### config.mk
export PLATFORM = sky130hd
export DESIGN_NAME = unordered_array_dictionary_top
export DESIGN_NICKNAME = d
export VERILOG_FILES = /design/src/uad_pkg.sv /design/src/unordered_array_dictionary_top.sv /design/src/uad_ram.sv
export SDC_FILE = /design/constraint.sdc
export NUM_CORES = 2
export LEC_CHECK = 0
export ABC_AREA = 1
export BUFFER_PORTS_ARGS = -buffer_cell sky130_fd_sc_hd__buf_2
export CAP_MARGIN = 20
export CORE_ASPECT_RATIO = 0.6
export CORE_MARGIN = 3
export CORE_UTILIZATION = 39
export CTS_CLUSTER_SIZE = 25
export DETAILED_ROUTE_END_ITERATION = 12
export PLACE_DENSITY = 0.52
export SYNTH_ARGS = -nofsm -noshare
export SYNTH_HDL_FRONTEND = slang
export SYNTH_HIERARCHICAL = 1
export SYNTH_SLANG_ARGS = --single-unit
export TNS_END_PERCENT = 1
### constraint.sdc
create_clock -name i_clk -period 11.1 [get_ports i_clk]
set_clock_uncertainty 0.1 [all_clocks]
set_input_delay 0.555 -clock i_clk [delete_from_list [all_inputs] [get_ports i_clk]]
set_output_delay 0.555 -clock i_clk [all_outputs]
set_load 0.01 [all_outputs]
### src/uad_pkg.sv
// Shared types and constants of the unordered array dictionary.
`timescale 1ns / 1ps
`default_nettype none
package uad_pkg;

    localparam int CAPACITY    = 16;
    localparam int VALUE_BYTES = 10;
    localparam int IDX_W       = $clog2(CAPACITY);
    localparam int CNT_W       = $clog2(CAPACITY + 1);

    localparam logic [63:0] LOW_MASK  = (VALUE_BYTES >= 8) ? {64{1'b1}}
                                      : ((64'd1 << (8 * VALUE_BYTES)) - 64'd1);
    localparam logic [15:0] HIGH_MASK = (VALUE_BYTES >= 10) ? 16'hFFFF
                                      : ((VALUE_BYTES == 9) ? 16'h00FF : 16'h0000);

    localparam logic [1:0] OP_FIND   = 2'd0;
    localparam logic [1:0] OP_INSERT = 2'd1;
    localparam logic [1:0] OP_REMOVE = 2'd2;

    typedef enum logic [1:0] {
        ST_OK        = 2'd0,
        ST_NOT_FOUND = 2'd1,
        ST_DUPLICATE = 2'd2,
        ST_FULL      = 2'd3
    } t_status;

    typedef struct packed {
        logic [1:0]  operation;
        logic [15:0] key;
        logic [63:0] value_low;
        logic [15:0] value_high;
    } t_in_word;

    typedef struct packed {
        t_status     status;
        logic [15:0] found_key;
        logic [63:0] found_value_low;
        logic [15:0] found_value_high;
        logic [4:0]  entry_total;
    } t_out_word;

    typedef struct packed {
        logic [15:0] key;
        logic [63:0] value_low;
        logic [15:0] value_high;
    } t_entry;

endpackage
`default_nettype wire

### src/unordered_array_dictionary_top.sv
// Top level of the unordered array dictionary with linear search.
`timescale 1ns / 1ps
`default_nettype none
// Usage:
//   Command channel: drive the command word on i_in and raise start; the
//   word is taken at a rising edge where start is high and busy is low.
//   busy stays high until the result is out; hold start or drop it freely.
//   Result channel: o_done pulses for one cycle with the result word on
//   o_out. The receiver cannot stall, so take the word in that cycle.
// Operation:
//   The entries live in one RAM with registered read. The scan takes
//   each entry through a read (S_SCAN_RD), then a compare (S_SCAN_CHK),
//   and stops at the first matching key (a hit) or at the end of the
//   stored entries (a miss). A remove that hits then shifts the later
//   entries down one place, one read and one write each. busy is low
//   while o_done is high, so the next word can be taken at the edge
//   that ends the o_done cycle.
// Reset: i_rst_n (synchronous, active low) empties the table at once; the
//   RAM contents are not cleared, since entries at or above the count are
//   never read. No clearing pass is needed.
module unordered_array_dictionary_top
    import uad_pkg::*;
(
    input  wire logic      i_clk,
    input  wire logic      i_rst_n,
    input  wire logic      start,
    output logic           busy,
    input  wire t_in_word  i_in,
    output logic           o_done,
    output t_out_word      o_out
);

    typedef enum logic [2:0] {
        S_IDLE,
        S_SCAN_RD,
        S_SCAN_CHK,
        S_DECIDE,
        S_SH_RD,
        S_SH_WR
    } t_state;

    t_state          r_state;
    t_in_word        r_cmd;       // captured command, value masked
    logic [CNT_W-1:0] r_count;    // stored entries
    logic [CNT_W-1:0] r_idx;      // scan / shift position
    logic            r_hit;
    t_entry          r_ent;       // entry found by the scan
    logic            r_done;
    t_out_word       r_out;

    logic             wr_en;
    logic [IDX_W-1:0] wr_addr;
    t_entry           wr_data;
    logic             rd_en;
    logic [IDX_W-1:0] rd_addr;
    t_entry           rd_data;
    t_entry           new_ent;
    logic [CNT_W:0]   idx_plus2;
    logic             sh_last;

    t_out_word        n_out;
    logic [CNT_W-1:0] n_count;
    logic             n_shift;
    logic             n_done;

    assign new_ent   = '{key: r_cmd.key, value_low: r_cmd.value_low,
                         value_high: r_cmd.value_high};
    assign idx_plus2 = {1'b0, r_idx} + (CNT_W+1)'(2);
    // Last move of the shift: the final entry has come down.
    assign sh_last   = (idx_plus2 >= {1'b0, r_count});

    // Memory port control: scan and shift reads, insert and shift writes.
    always_comb begin
        rd_en   = 1'b0;
        rd_addr = r_idx[IDX_W-1:0];
        wr_en   = 1'b0;
        wr_addr = r_idx[IDX_W-1:0];
        wr_data = rd_data;
        case (r_state)
            S_SCAN_RD: begin
                rd_en = (r_idx != r_count);
            end
            S_SH_RD: begin
                rd_en   = 1'b1;
                rd_addr = r_idx[IDX_W-1:0] + IDX_W'(1);
            end
            S_SH_WR: begin
                wr_en = 1'b1;
            end
            S_DECIDE: begin
                // Append only when the key is absent and a slot is free.
                wr_en   = (r_cmd.operation == OP_INSERT) && !r_hit &&
                          (r_count != CNT_W'(CAPACITY));
                wr_addr = r_count[IDX_W-1:0];
                wr_data = new_ent;
            end
            default: begin
            end
        endcase
    end

    // Result word and table size once the scan has settled.
    always_comb begin
        n_out             = '0;
        n_out.status      = ST_NOT_FOUND;
        n_out.entry_total = 5'(r_count);
        n_count           = r_count;
        n_shift           = 1'b0;
        case (r_cmd.operation)
            OP_FIND: begin
                if (r_hit) begin
                    n_out.status           = ST_OK;
                    n_out.found_key        = r_ent.key;
                    n_out.found_value_low  = r_ent.value_low;
                    n_out.found_value_high = r_ent.value_high;
                end
            end
            OP_INSERT: begin
                if (r_hit) begin
                    n_out.status = ST_DUPLICATE;
                end else if (r_count == CNT_W'(CAPACITY)) begin
                    n_out.status = ST_FULL;
                end else begin
                    n_count                = r_count + CNT_W'(1);
                    n_out.entry_total      = 5'(r_count + CNT_W'(1));
                    n_out.status           = ST_OK;
                    n_out.found_key        = new_ent.key;
                    n_out.found_value_low  = new_ent.value_low;
                    n_out.found_value_high = new_ent.value_high;
                end
            end
            OP_REMOVE: begin
                if (r_hit) begin
                    n_out.status           = ST_OK;
                    n_out.found_key        = r_ent.key;
                    n_out.found_value_low  = r_ent.value_low;
                    n_out.found_value_high = r_ent.value_high;
                    if ({1'b0, r_idx} + (CNT_W+1)'(1) < {1'b0, r_count}) begin
                        // Hold the result until the shift is over.
                        n_shift = 1'b1;
                    end else begin
                        n_count           = r_count - CNT_W'(1);
                        n_out.entry_total = 5'(r_count - CNT_W'(1));
                    end
                end
            end
            default: begin
            end
        endcase
        n_done = ((r_state == S_DECIDE) && !n_shift) ||
                 ((r_state == S_SH_WR) && sh_last);
    end

    uad_ram #(
        .WIDTH ($bits(t_entry)),
        .DEPTH (CAPACITY)
    ) u_store (
        .i_clk     (i_clk),
        .i_wr_en   (wr_en),
        .i_wr_addr (wr_addr),
        .i_wr_data (wr_data),
        .i_rd_en   (rd_en),
        .i_rd_addr (rd_addr),
        .o_rd_data (rd_data)
    );

    always_ff @(posedge i_clk) begin
        if (!i_rst_n) begin
            r_state <= S_IDLE;
            r_count <= '0;
            r_idx   <= '0;
            r_hit   <= 1'b0;
            r_done  <= 1'b0;
        end else begin
            r_done <= n_done;
            case (r_state)
                S_IDLE: begin
                    if (start) begin
                        r_cmd   <= '{operation: i_in.operation, key: i_in.key,
                                     value_low: i_in.value_low & LOW_MASK,
                                     value_high: i_in.value_high & HIGH_MASK};
                        r_idx   <= '0;
                        r_hit   <= 1'b0;
                        r_state <= S_SCAN_RD;
                    end
                end
                S_SCAN_RD: begin
                    // Stop at the end of the stored entries: key absent.
                    r_state <= (r_idx == r_count) ? S_DECIDE : S_SCAN_CHK;
                end
                S_SCAN_CHK: begin
                    if (rd_data.key == r_cmd.key) begin
                        r_hit   <= 1'b1;
                        r_ent   <= rd_data;
                        r_state <= S_DECIDE;
                    end else begin
                        r_idx   <= r_idx + CNT_W'(1);
                        r_state <= S_SCAN_RD;
                    end
                end
                S_DECIDE: begin
                    r_out   <= n_out;
                    r_count <= n_count;
                    r_state <= n_shift ? S_SH_RD : S_IDLE;
                end
                S_SH_RD: begin
                    r_state <= S_SH_WR;
                end
                S_SH_WR: begin
                    // Advance until the last entry has moved down.
                    if (sh_last) begin
                        r_count           <= r_count - CNT_W'(1);
                        r_out.entry_total <= 5'(r_count - CNT_W'(1));
                        r_state           <= S_IDLE;
                    end else begin
                        r_idx   <= r_idx + CNT_W'(1);
                        r_state <= S_SH_RD;
                    end
                end
                default: begin
                    r_state <= S_IDLE;
                end
            endcase
        end
    end

    assign busy   = (r_state != S_IDLE);
    assign o_done = r_done;
    assign o_out  = r_out;

endmodule
`default_nettype wire

### src/uad_ram.sv
// Generic single-port-write, single-port-read RAM with registered read data.
`timescale 1ns / 1ps
`default_nettype none
module uad_ram #(
    parameter int WIDTH = 8,
    parameter int DEPTH = 16
) (
    input  wire logic                     i_clk,
    input  wire logic                     i_wr_en,
    input  wire logic [$clog2(DEPTH)-1:0] i_wr_addr,
    input  wire logic [WIDTH-1:0]         i_wr_data,
    input  wire logic                     i_rd_en,
    input  wire logic [$clog2(DEPTH)-1:0] i_rd_addr,
    output logic      [WIDTH-1:0]         o_rd_data
);

    logic [WIDTH-1:0] r_mem [DEPTH];

    always_ff @(posedge i_clk) begin
        if (i_wr_en) begin
            r_mem[i_wr_addr] <= i_wr_data;
        end
        if (i_rd_en) begin
            o_rd_data <= r_mem[i_rd_addr];
        end
    end

endmodule
`default_nettype wire

Word level (Yosys, flattened, before mapping). Memories as Yosys holds them, arrays and structs flattened. A register that Yosys moved wholly into a read port is not among the register bits. Cells that the tools add are included.

Memory bits (writable): 1536. Word-level logic and storage cells: 106. Output and inout port bits: 105. Input bits: 101. Memories kept: 1. Flip-flop bits (word level): 312.

Memory list: u_store.r_mem (words 16, bits a word 96, rd ports 1, clocked after memory_dff 1, write ports 1, RTL line uad_ram.sv:17) `logic [WIDTH-1:0] r_mem [DEPTH];`.

Add/subtract/negate cells: 6. Equal/unequal tests: 21. Reduce and logical (&&, ||, !) cells: 20. Magnitude comparators: 2. Multiplexer cells: 39.

Operators by type and width (count): case mux 98 bit (3 select lines) (1); two-way mux 101 bit (2); two-way mux 102 bit (1); two-way mux 97 bit (1); two-way mux 96 bit (1); two-way mux 5 bit (8); case mux 5 bit (2 select lines) (4); case mux 3 bit (6 select lines) (1); == test 16 bit (1); case mux 5 bit (3 select lines) (1); AND reduction 3 bit (4); adder 5 x 1 -> 5 bit, second input constant (2); != test 2 bit, second input constant (5); two-way mux 3 bit (3); != test 3 bit, second input constant (3); two-way mux 1 bit (8); two-way mux 4 bit (2); adder 5 x 1 -> 6 bit, second input constant (1); adder 5 x 2 -> 6 bit, second input constant (1); == test 3 x 2 -> 1 bit, second input constant (2); == test 3 bit, second input constant (2); >= comparator 6 x 5 -> 1 bit (1); < comparator 6 x 5 -> 1 bit (1); two-way mux 2 bit (3); other kinds (21) (29).

Logic depth before layout (Yosys ltp).
Depth after elaboration: 8. Mapped depth: 19. Gate-level depth less buffers: 19.

By module. Netlist, hierarchy kept.

By module, submodules not included: uad_ram (instances 1, cells an instance 6302, area an instance 68604.5 um^2, seq. area each 49007.0 um^2); unordered_array_dictionary_top (instances 1, cells an instance 1291, area an instance 13559.3 um^2, seq. area each 9218.8 um^2).

Least setup slack after synthesis. No wires, ideal clock.

Path type: reg-to-reg. From: reg r_count[0]. To: mem u_store/r_mem[12][0] (netlist bit), enable pin. Clock period less this slack: 6.185 ns. Library setup time: 0.552 ns. Arrival time: 5.533 ns. Buffers on the path: 0. Slack: 4.915 ns. Cell stages (with the launch flop): 8. Required time: 10.448 ns. Cell sequence: dfxtp_1 inv_1 ha_1 nand3_2 nand2_1 o21ai_0 nand3_1 nor2_1.

Cells in the longest elaborated chain, start to end: 5. Elaborated cells between the ends (all ways): 6. Those cells by class: eq/ne (1); mux (4); reduce/logical (1).

RTL lines: from (decl) (RTL line unordered_array_dictionary_top.sv:44) `logic [CNT_W-1:0] r_count;`; from (signal assigned) (RTL line unordered_array_dictionary_top.sv:203) `r_count <= n_count;`; from (signal assigned) (RTL line unordered_array_dictionary_top.sv:212) `r_count <= r_count - CNT_W'(1);`; != test 5 bit (RTL line unordered_array_dictionary_top.sv:93) `(r_count != CNT_W'(CAPACITY));`; logical AND 1 bit (RTL line unordered_array_dictionary_top.sv:92) `wr_en = (r_cmd.operation == OP_INSERT) && !r_hit &&`; case mux 1 bit (2 select lines) (RTL line unordered_array_dictionary_top.sv:79) `case (r_state)`; via wr_en (RTL line unordered_array_dictionary_top.sv:51) `logic wr_en;`; two-way mux 1 bit (RTL line uad_ram.sv:20) `if (i_wr_en) begin`; two-way mux 1 bit (implied by the code) (RTL line uad_ram.sv:21) `r_mem[i_wr_addr] <= i_wr_data;`; to (decl) (RTL line uad_ram.sv:17).

The timed path passes the listed nets, and every way through them passes these cells.

Worst setup path in the final report.
From: reg r_state[2]. To: reg u_store.o_rd_data[43], read port of u_store.r_mem, data pin.

Cells in the longest elaborated chain, start to end: 2. Elaborated cells between the ends (all ways): 4. Those cells by class: eq/ne (2); mux (2).

RTL lines: from (decl) (RTL line unordered_array_dictionary_top.sv:42) `t_state r_state;`; from (signal assigned) (RTL line unordered_array_dictionary_top.sv:189) `r_state <= (r_idx == r_count) ? S_DECIDE : S_SCAN_CHK;`; from (signal assigned) (RTL line unordered_array_dictionary_top.sv:204) `r_state <= n_shift ? S_SH_RD : S_IDLE;`; == test 3 bit (RTL line unordered_array_dictionary_top.sv:79); two-way mux 4 bit (RTL line unordered_array_dictionary_top.sv:79); via rd_addr[2] (RTL line unordered_array_dictionary_top.sv:55) `logic [IDX_W-1:0] rd_addr;`; to (decl) (RTL line uad_ram.sv:14) `output logic [WIDTH-1:0] o_rd_data`.

The timed path passes the listed nets, and every way through them passes these cells. A chain may end at the register's enable or synchronous reset.

==> results by group <==
Logic synthesis
  • Async set-reset flop share out of synthesis: 0%
  • Number of synthesized flops with an enable pin: 1929
  • Top-area cell type share of the netlist area: 70.5%
  • Synth area leaders: edfxtp_1 (71%), nand2_1 (12%), nand3_1 (7.1%), inv_1 (5.6%), buf_2 (1.1%)
  • Synthesized net count: 7712
  • Ys flop type: edfxtp_1
  • Synth area leader: edfxtp_1
  • Post-synth top cells: nand2_1 (2583), edfxtp_1 (1929), inv_1 (1215)
  • Synth Cell Area: 0.0822 mm²
  • Count leader, synth: nand2_1
  • Sequential area share after synthesis: 70.9%
  • Syn_area_per_cell: 10.8 µm²
  • Mapped Cells: 7593
  • Yosys Warn Count: 6
  • Post-synthesis cell type count: 38
  • Yosys reg bits: 1944

Power and ir drop
  • Power consumption: 14.8 mW
  • Max VDD drop: 133 µV
  • Static leakage: 37.4 nW
  • PwrDens: 160 mW/mm²

Setup path
  • CP Class: reg -> reg
  • Critical path launch point type: flop
  • Worst EP arrival: 5790 ps
  • Req. time, crit path: 11580 ps
  • Crit Path Max Fanout: 53
  • Critical Path End Type: flop

Floorplanning
  • Die width: 599 µm
  • Row count: 129
  • Die Ht: 362 µm
  • DIE AREA: 0.216 mm²
  • Area of the core: 0.208 mm²
  • Initial Utilization: 39.6%
  • IO Pins: 206

STA
  • Worst-Margin Slew: 1260 ps
  • Slew Viols, Final: 0
  • Minimum clock period: 5310 ps
  • Final setup violation count: 0
  • Max Fclk: 188 MHz
  • Hold Vio Cnt, Final: 0
  • Setup TNS: 0 ps
  • Rel. slew slack: 16.0%
  • Final Cycle Share: 47.9%
  • RSZ-0062 raised after global routing: no

Status
  • Run status: finished clean

GRT
  • Antenna violations before repair: 4
  • Largest net degree at the start of global routing: 209
  • Global-route wire length before repair: 347 mm
  • Congestion Overflow GR: 0
  • Tot GR Track Use: 21.4%
  • Vias in the first global route: 50034

Placement
  • I/O Buffers: 205
  • Hpwl dp: 111 mm
  • Final GP Congestion: 0.776

Clock tree
  • Cts repair resizes: 0
  • CTS tree: done
  • CTS Hold Buffers Added: 99
  • Htree depth: 4
  • TritonCTS Buffers: 193
  • Worst-case clock buffer depth: 4
  • Clock transition at path regs: 60 ps
  • Root buf cell: clkbuf_16
  • Post-CTS setup buffers: 0
  • Worst-Skew Late Latency: 840 ps
  • Sinks on Clock Net: 1944

Finish
  • Fill count: 19163
  • Layout area overhead: 12.6%
  • Share of layout cells above drive strength 1: 7.36%
  • Final #Nets: 7904
  • Antenna diodes: 0

Route
  • WL final: 235 mm
  • Wire per inst: 22.0 µm
  • Vias per cell: 4.96
  • TritonRoute pass-1 iters: 5
  • Antenna-violating nets left: 0
  • Vias: 52972
  • Starting DRT DRC Count: 5242
  • Drt drc: 0

Flow run
  • Maximum Capacitance Violations: 0

Worst hold path
  • Worst Hold Class: in -> reg
## layout make-up
cell class	count	area, µm²	share of cell area [%]
Tap cell	2751	3440	3.72
Clock inverter	100	732	0.791
Sequential cell	1944	58200	63.0
Timing Repair Buffer	377	2890	3.12
Clock buffer	240	5110	5.53
Multi-Input combinational cell	4046	17500	18.9
Inverter	1223	4620	5.00
## layout by cell type (no fill, tap or decap), types with 21 or more instances in the layout
| cell type | count |
|---|---|
| nand2_1 | 2582 |
| edfxtp_1 | 1929 |
| inv_1 | 1213 |
| nand3_1 | 1172 |
| buf_2 | 205 |
| clkbuf_16 | 198 |
| a21oi_1 | 114 |
| dlygate4sd3_1 | 99 |
| buf_4 | 48 |
| clkinv_1 | 42 |
| clkinv_2 | 42 |
| clkbuf_1 | 42 |
| o21ai_0 | 39 |
| nor2_1 | 37 |
| buf_12 | 24 |
| nor2_4 | 21 |
## flip-flops by register name, indices dropped and copies added (netlist names)
| name | flops |
|---|---|
| r_hit | 1 |
| u_store/o_rd_data | 96 |
| o_out | 103 |
| r_state | 3 |
| r_ent | 96 |
| u_store/r_mem | 1536 |
| r_count | 5 |
| new_ent | 96 |
| r_idx | 5 |
| r_cmd | 2 |
| o_done | 1 |
## worst max-delay path: stages, from the launching register on
cell	delay, ps
dfxtp_1	390
inv_1	150
nor3_1	780
inv_1	400
o21ai_4	310
buf_4	790
buf_4	910
buf_4	770
nand3_1	190
nand3_1	120
nand2_1	80
## metal layers
layer / wire length (µm) / up-vias / part of all wire (%) / GRT usage, %
li1: - / 25129 / - / -
met1: 110000 / 25859 / 47 / 32.3
met2: 106000 / 1703 / 45 / 33.0
met3: 14500 / 281 / 6.2 / 2.90
met4: 4370 / 0 / 1.9 / 4.48
met5: 0 / - / 0 / 0
## cell families (layout without fill, tap and decap cells)
group,after synthesis,after routing,share of synthesized area [%]
and+or+nand+nor,3840,3840,19.4
AOI/OAI and AO/OA,170,170,1.06
buffers and inverters,1603,1940,8.16
xor gates and xnor gates,18,18,0.192
adders and majority gates,18,18,0.274
DFF,1944,1944,70.9
## final timing paths
| kind | to | slack, ps | from | depth (start not counted) |
|---|---|---|---|---|
| worst max-delay path | u_store/o_rd_data[43]$_DFFE_PP_ | 5790 | r_state[2]$_SDFFE_PN0P_ | 10 |
| worst min-delay path | r_hit$_SDFFE_PN0P_ | 140 | start | 4 |
| worst max register to register | u_store/o_rd_data[43]$_DFFE_PP_ | 5790 | r_state[2]$_SDFFE_PN0P_ | 10 |
| worst min register to register | r_ent[51]$_DFFE_PP_ | 330 | u_store/o_rd_data[51]$_DFFE_PP_ | 0 |
## stage by stage
stage / worst slack, ps / hold slack, ps / utilization (%) / instance area (µm²) / std cells
floorplan: 4920 / 326 / - / 82200 / 7593
global placement: 6010 / 331 / 41.2 / 85600 / 10240
detailed placement: 5850 / 334 / 41.2 / 85600 / 10241
CTS: 5860 / 63.6 / 44.5 / 92500 / 10680
global route: 5530 / 160 / 44.5 / 92500 / 10681
finish: 5790 / 136 / 44.5 / 92500 / 10681
## power by group
part           internal, mW  total, mW  switching (mW)
Sequential             8.08       8.11          0.0294
Combinational         0.105      0.378           0.272
Clock                  3.48       6.27            2.79
Total                  11.7       14.8            3.09
Power figures use the tool's default switching activity.
